[config.mk]
export PLATFORM = sky130hd
export DESIGN_NAME = pip_mac
export DESIGN_NICKNAME = d
export VERILOG_FILES = /design/src/design/pip_pkg.sv /design/src/design/pip_mac.sv
export SDC_FILE = /design/constraint.sdc
export NUM_CORES = 2
export LEC_CHECK = 0
export BUFFER_PORTS_ARGS = -buffer_cell sky130_fd_sc_hd__buf_2
export CAP_MARGIN = 0
export CORE_ASPECT_RATIO = 1.4
export CORE_UTILIZATION = 40
export CTS_CLUSTER_DIAMETER = 120
export DETAILED_ROUTE_END_ITERATION = 6
export GPL_TIMING_DRIVEN = 0
export HOLD_SLACK_MARGIN = 0.02
export PLACE_DENSITY_LB_ADDON = 0.3
export SYNTH_ARGS = -nofsm -noshare
export SYNTH_HDL_FRONTEND = slang
export SYNTH_SLANG_ARGS = --single-unit
[constraint.sdc]
create_clock -name clk -period 23.5 [get_ports clk]
set_input_delay 0 -clock clk [delete_from_list [all_inputs] [get_ports clk]]
set_output_delay 0 -clock clk [all_outputs]
set_load 0.05 [all_outputs]
[src/design/pip_pkg.sv]
// ----------------------------------------------------------------------------
// Point-in-polygon package
// Widths, operation and result codes, and the control word of the shared
// multiply-accumulate unit.
// ----------------------------------------------------------------------------
package pip_pkg;

  localparam int COORD_W = 32;   // Q16.16 coordinate
  localparam int DIFF_W  = 33;   // difference of two coordinates
  localparam int OPND_W  = 34;   // signed multiplier operand
  localparam int PROD_W  = 68;   // signed multiplier product
  localparam int ACC_W   = 101;  // accumulator, holds a 100-bit square
  localparam int OP_W    = 2;
  localparam int LOC_W   = 2;
  localparam int TOL_W   = 16;

  localparam logic [OP_W-1:0] OP_CLEAR  = 2'd0;
  localparam logic [OP_W-1:0] OP_APPEND = 2'd1;
  localparam logic [OP_W-1:0] OP_TEST   = 2'd2;
  localparam logic [OP_W-1:0] OP_UNUSED = 2'd3;

  localparam logic [LOC_W-1:0] LOC_OUTSIDE = 2'd0;
  localparam logic [LOC_W-1:0] LOC_INSIDE  = 2'd1;
  localparam logic [LOC_W-1:0] LOC_EDGE    = 2'd2;

  // Accumulator operations on the product register.
  localparam logic [1:0] ACC_HOLD = 2'd0;
  localparam logic [1:0] ACC_LOAD = 2'd1;
  localparam logic [1:0] ACC_ADD  = 2'd2;
  localparam logic [1:0] ACC_SUB  = 2'd3;

  // Left shift applied to the product before it is accumulated.
  localparam logic [1:0] SH_0  = 2'd0;
  localparam logic [1:0] SH_26 = 2'd1;
  localparam logic [1:0] SH_33 = 2'd2;
  localparam logic [1:0] SH_50 = 2'd3;

  typedef struct packed {
    logic signed [OPND_W-1:0] opa;
    logic signed [OPND_W-1:0] opb;
    logic [1:0]               acc_op;
    logic [1:0]               shift;
  } mac_ctrl_t;

  typedef struct packed {
    logic signed [COORD_W-1:0] x;
    logic signed [COORD_W-1:0] y;
  } vertex_t;

endpackage

[src/design/pip_mac.sv]
// ----------------------------------------------------------------------------
// Shared multiply-accumulate unit
// A registered 34x34 signed multiplier followed by a shifting accumulator.
// ----------------------------------------------------------------------------
module pip_mac import pip_pkg::*; (
  input  logic                     clk,
  input  mac_ctrl_t                ctrl,
  output logic signed [PROD_W-1:0] prod,
  output logic signed [ACC_W-1:0]  acc
);

  logic signed [ACC_W-1:0] ext;
  logic signed [ACC_W-1:0] term;

  // The product of the previous cycle is sign extended and shifted.
  assign ext = {{(ACC_W-PROD_W){prod[PROD_W-1]}}, prod};

  always_comb begin
    unique case (ctrl.shift)
      SH_0:    term = ext;
      SH_26:   term = ext <<< 26;
      SH_33:   term = ext <<< 33;
      default: term = ext <<< 50;
    endcase
  end

  // Multiply in one cycle, accumulate the result in the next.
  always_ff @(posedge clk) begin
    prod <= ctrl.opa * ctrl.opb;
    unique case (ctrl.acc_op)
      ACC_LOAD: acc <= term;
      ACC_ADD:  acc <= acc + term;
      ACC_SUB:  acc <= acc - term;
      default:  acc <= acc;
    endcase
  end

endmodule

; ---- After elaboration in Yosys (flattened, before gate mapping)
; Index checks and enable logic that the tools add are counted.
[op_classes]
addsub = 2
n_mul = 1
div_mod_pow = 0
n_lt_le_gt_ge = 0
n_eq_ne = 5
shifts = 0
n_mux = 2
n_bitwise = 0
reduce_logical = 2
[ops]
columns = op, n
row1 = $pmux W101 S3, 2
row2 = $add A101 B101 Y101, 1
row3 = $sub A101 B101 Y101, 1
row4 = $mul A34 B34 Y68, 1
row5 = $eq A2 B2 Y1 const B, 3
row6 = $eq A2 B1 Y1 const B, 2
row7 = $reduce_bool A3 Y1, 1
row8 = $logic_not A2 Y1, 1
[word_totals]
register_bits = 169
latch_bits = 0
ramBits = 0
romBits = 0
input_bits = 73
output_inout_bits = 169
elab_cells = 14
mem_count = 0

; ---- Depth between registers and ports, before layout
[logic_depth]
depth_word = 4
ltp_mapped = 32
ltp_nobuf = 30

; ---- Worst setup path before layout
; No wires, ideal clock.
[synth_path]
kind = input -> register
from = input port ctrl[71] (netlist bit)
to = register prod[67]
setup_ps = 72
t_arrival_ps = 7279
required_time_ps = 23428
path_slack_ps = 16149
cell_stages = 22
path_buffers = 1
path_cell_list = clkbuf_1 -> nand2_1 -> inv_1 -> fa_1 -> fa_1 -> fa_1 -> fa_1 -> fa_1 -> fa_1 -> fa_1 -> fa_1 -> ha_1 -> a21o_1 -> a21o_1 -> a21oi_1 -> nand2_1 -> or3_1 -> o211ai_1 -> o21ai_0 -> nand3b_1 -> a31oi_1 -> xnor2_1
[synth_between]
elab_chain_len = 1
[synth_lines]
columns = element, line_no
row1 = start: declaration, pip_mac.sv:7  ; input mac_ctrl_t ctrl,
row2 = $mul A34 B34 Y68, pip_mac.sv:29  ; prod <= ctrl.opa * ctrl.opb;
row3 = end signal: assignment, pip_mac.sv:29
row4 = end: declaration, pip_mac.sv:8  ; output logic signed [PROD_W-1:0] prod,
; Every way passes these cells.
; A chain may end at the register's enable or synchronous reset.

; ---- Worst setup path after layout
[layout_path]
from = input port ctrl[25] (netlist bit)
to = register prod[67]
; The elaborated chain is that of the path after synthesis.

==> results_dict.tcl <==
set metrics [dict create \
    status "finished, final reports clean" \
    slew-limit-headroom_pct 4.16 \
    cts-root-buf "clkbuf_16" \
    pin_count 242 \
    place_hpwl_um 208000 \
    wl_per_cell_um 28.6 \
    grtUsageTotal_pct 34.4 \
    insertion_delay_ns 0.51 \
    rsz0062_at_grt "no" \
    ys_seq_area_share_pct 7.61 \
    h-tree-depth 4 \
    nNetsFinal 8342 \
    synth_top_cells_by_area "fa_1, inv_1, and2_1, ha_1, edfxtp_1" \
    firstDrtPassIters 6 \
    grt_max_degree 46 \
    die_w_um 323 \
    critPathKind "in2reg" \
    portBuffers 238 \
    startpoint "ctrl[25]" \
    worst_setup_path_end_kind "flop" \
    synthArstFlopShare_pct 0 \
    drive_above_1_share_pct 5.52 \
    synth_ff_type "edfxtp_1" \
    drv_cap 0 \
    viasPerCell 5.60 \
    fmax_ghz 0.0993 \
    cts_tree "built" \
    wl_um 247000 \
    globalplace.congestion 1.04 \
    grt_pass1_vias 51386 \
    syn_area_per_cell_um2 8.93 \
    r2r_end "acc[96]" \
    setup_viol 0 \
    drtAntennaViolNets 0 \
    synth_cell_type_count 86 \
    clk_pin_slew_ns 0.06 \
    fp.dieH_um 451 \
    yosysWarnings 0 \
    synth_nets 8082 \
    placementRows 164 \
    synth_edf_count 101 \
    drc 0 \
    dieArea_mm2 0.146 \
    hold_path_class "in2reg" \
    cts.sinks 169 \
    drv_slew 0 \
    crit_path_end "prod[67]" \
    hold_violations 0 \
    overflow 0 \
    start_util_pct 40.4 \
    drt_iter0_markers 4282 \
    layout_worst_path_cycle_share_pct 42.9 \
    vias 48523 \
    synth.largest_area_cell "fa_1" \
    r2r_start "prod[19]" \
    ys_seq_elements 169 \
    tightest_slew_ns 1.42 \
    syn_area_mm2 0.0577 \
    cp_max_fo 10 \
    startpoint_type "primary input" \
    synth_top_area_share_pct 43.1 \
    crit_required_ns 23.85 \
    cts_buffers 17 \
    ff2ff_setup_slack_ns 15.01 \
    grt_pass1_wl_um 356000 \
    netlist_instances 6462 \
    fillCellCount 14483 \
    area_growth_pct 7.35 \
    fin_skew_ns 0.0215 \
    clockBufferDepth 2 \
    reg2regPathDepth 23 \
    critPathArrivalTime_ns 10.42 \
    coreArea_mm2 0.143 \
    period_needed_ns 10.07 \
    antenna_found_initial 21 \
    fin_setup_tns_ns 0 \
]
[per-layer routing]
metal / global-route usage, % / vias up / part of all wire [%]
met4: 27.4 / 6 / 9.8
met2: 57.9 / 2560 / 48
met1: 39.1 / 24673 / 35
met5: 0 / - / 0.018
met3: 4.96 / 847 / 7.1
li1: - / 20437 / -
[critical path, stage by stage]
cell      delay (ns)
buf_2           0.35
clkbuf_1        1.05
nand2_1         0.18
fa_1            0.54
fa_1            0.55
inv_1           0.11
fa_1            0.50
fa_1            0.55
fa_1            0.58
fa_1            0.44
fa_1            0.49
inv_1           0.05
fa_1            0.52
inv_1           0.05
ha_1            0.27
clkbuf_1        0.28
nand4_1         0.35
nor4_1          1.26
nand3_1         0.25
a31oi_1         0.67
o211ai_1        0.32
o21ai_0         0.39
nand3b_1        0.16
a31oi_1         0.10
xnor2_1         0.38
[placed cells by master (no fill, tap or decap), types with 25 or more instances in the layout]
master    instances
a31oi_1          27
or3_1            28
o21a_1           26
a21o_1          108
and2_1          628
nand2_1         759
fa_1           1242
nor3_1           54
nand4_1          50
nand3_1          39
edfxtp_1        101
clkbuf_1        316
nor2_1          245
mux4_2           38
a21oi_1         280
mux2i_1          38
o21bai_1         38
ha_1            304
inv_1          1295
xor2_1          100
dfxtp_1          68
nor2b_1          25
xnor2_1         147
o21ai_0         178
buf_2           249
[stage by stage]
stage                     area, um2  cells  util, %  setup slack (ns)  hold WS (ns)
after global placement        61300   8609     42.9             13.21         0.461
after global routing          61900   8647     43.3             13.37         0.219
after floorplan               57700   6462        -             16.15         0.127
after CTS                     61900   8644     43.3             13.73         0.192
after detailed placement      61400   8611     42.9             13.23         0.454
final                         62000   8661     43.3             13.43         0.229
[worst min-delay path by stage]
stage	cells past startpoint	from	to	slack (ns)
global placement	2	ctrl[38]	prod[0]	0.46
finish	4	ctrl[40]	prod[2]	0.23
floorplan	1	ctrl[38]	prod[0]	0.13
detailed placement	2	ctrl[38]	prod[0]	0.45
CTS	4	ctrl[40]	prod[2]	0.19
global route	4	ctrl[40]	prod[2]	0.22
[final cells by class]
| type | count | area, um2 | share of cell area (%) |
|---|---|---|---|
| multi-input cells | 4655 | 47100 | 76.1 |
| inverters | 1296 | 4860 | 7.85 |
| flip-flops and latches | 169 | 4390 | 7.09 |
| well taps | 1909 | 2390 | 3.85 |
| plain buffers | 342 | 1330 | 2.14 |
| repair buffers | 241 | 1250 | 2.02 |
| clock buffers | 22 | 487 | 0.786 |
| clock inverters | 10 | 66.3 | 0.107 |
| diodes | 17 | 42.5 | 0.0687 |
[kinds of logic after synthesis]
group           count (synthesis)  share of synthesized area, %
buf+inv                      1638                          10.7
fa+ha+maj                    1547                          49.7
mux                            88                          2.51
compound gates                819                          8.86
simple gates                 1953                          16.8
xor+xnor                      248                          3.78
flops                         169                          7.61
[cells in the mapped netlist, types with 12 or more instances]
cell type     n
buf_1        12
a211oi_1     16
fa_1       1242
or2_2        17
nand3b_1     17
mux2i_1      38
nor3_1       54
or3_1        28
nand2_1     759
o21a_1       26
a21oi_1     280
nor2b_1      25
ha_1        305
nand4_1      50
inv_1      1295
a21o_1      108
nor4_1       20
clkbuf_1    313
mux4_2       38
and3_1       20
o21ai_0     178
nor2_1      245
a31oi_1      27
o21bai_1     38
xor2_1      100
nand2b_1     20
edfxtp_1    101
o211ai_1     17
xnor2_1     147
dfxtp_1      68
o31ai_1      20
nand3_1      39
and2_1      628
[state kept, by name, summed over array words and instances (netlist names)]
name	count
acc	101
prod	68
[timing repair]
action,CTS,global route
endpoints found under the hold margin,1,0
resized for setup,0,0
hold buffers,1,0
setup buffers,0,0
Power is not shown: default switching activity piles up to over one toggle a cycle in this logic, so the estimate is an artifact.
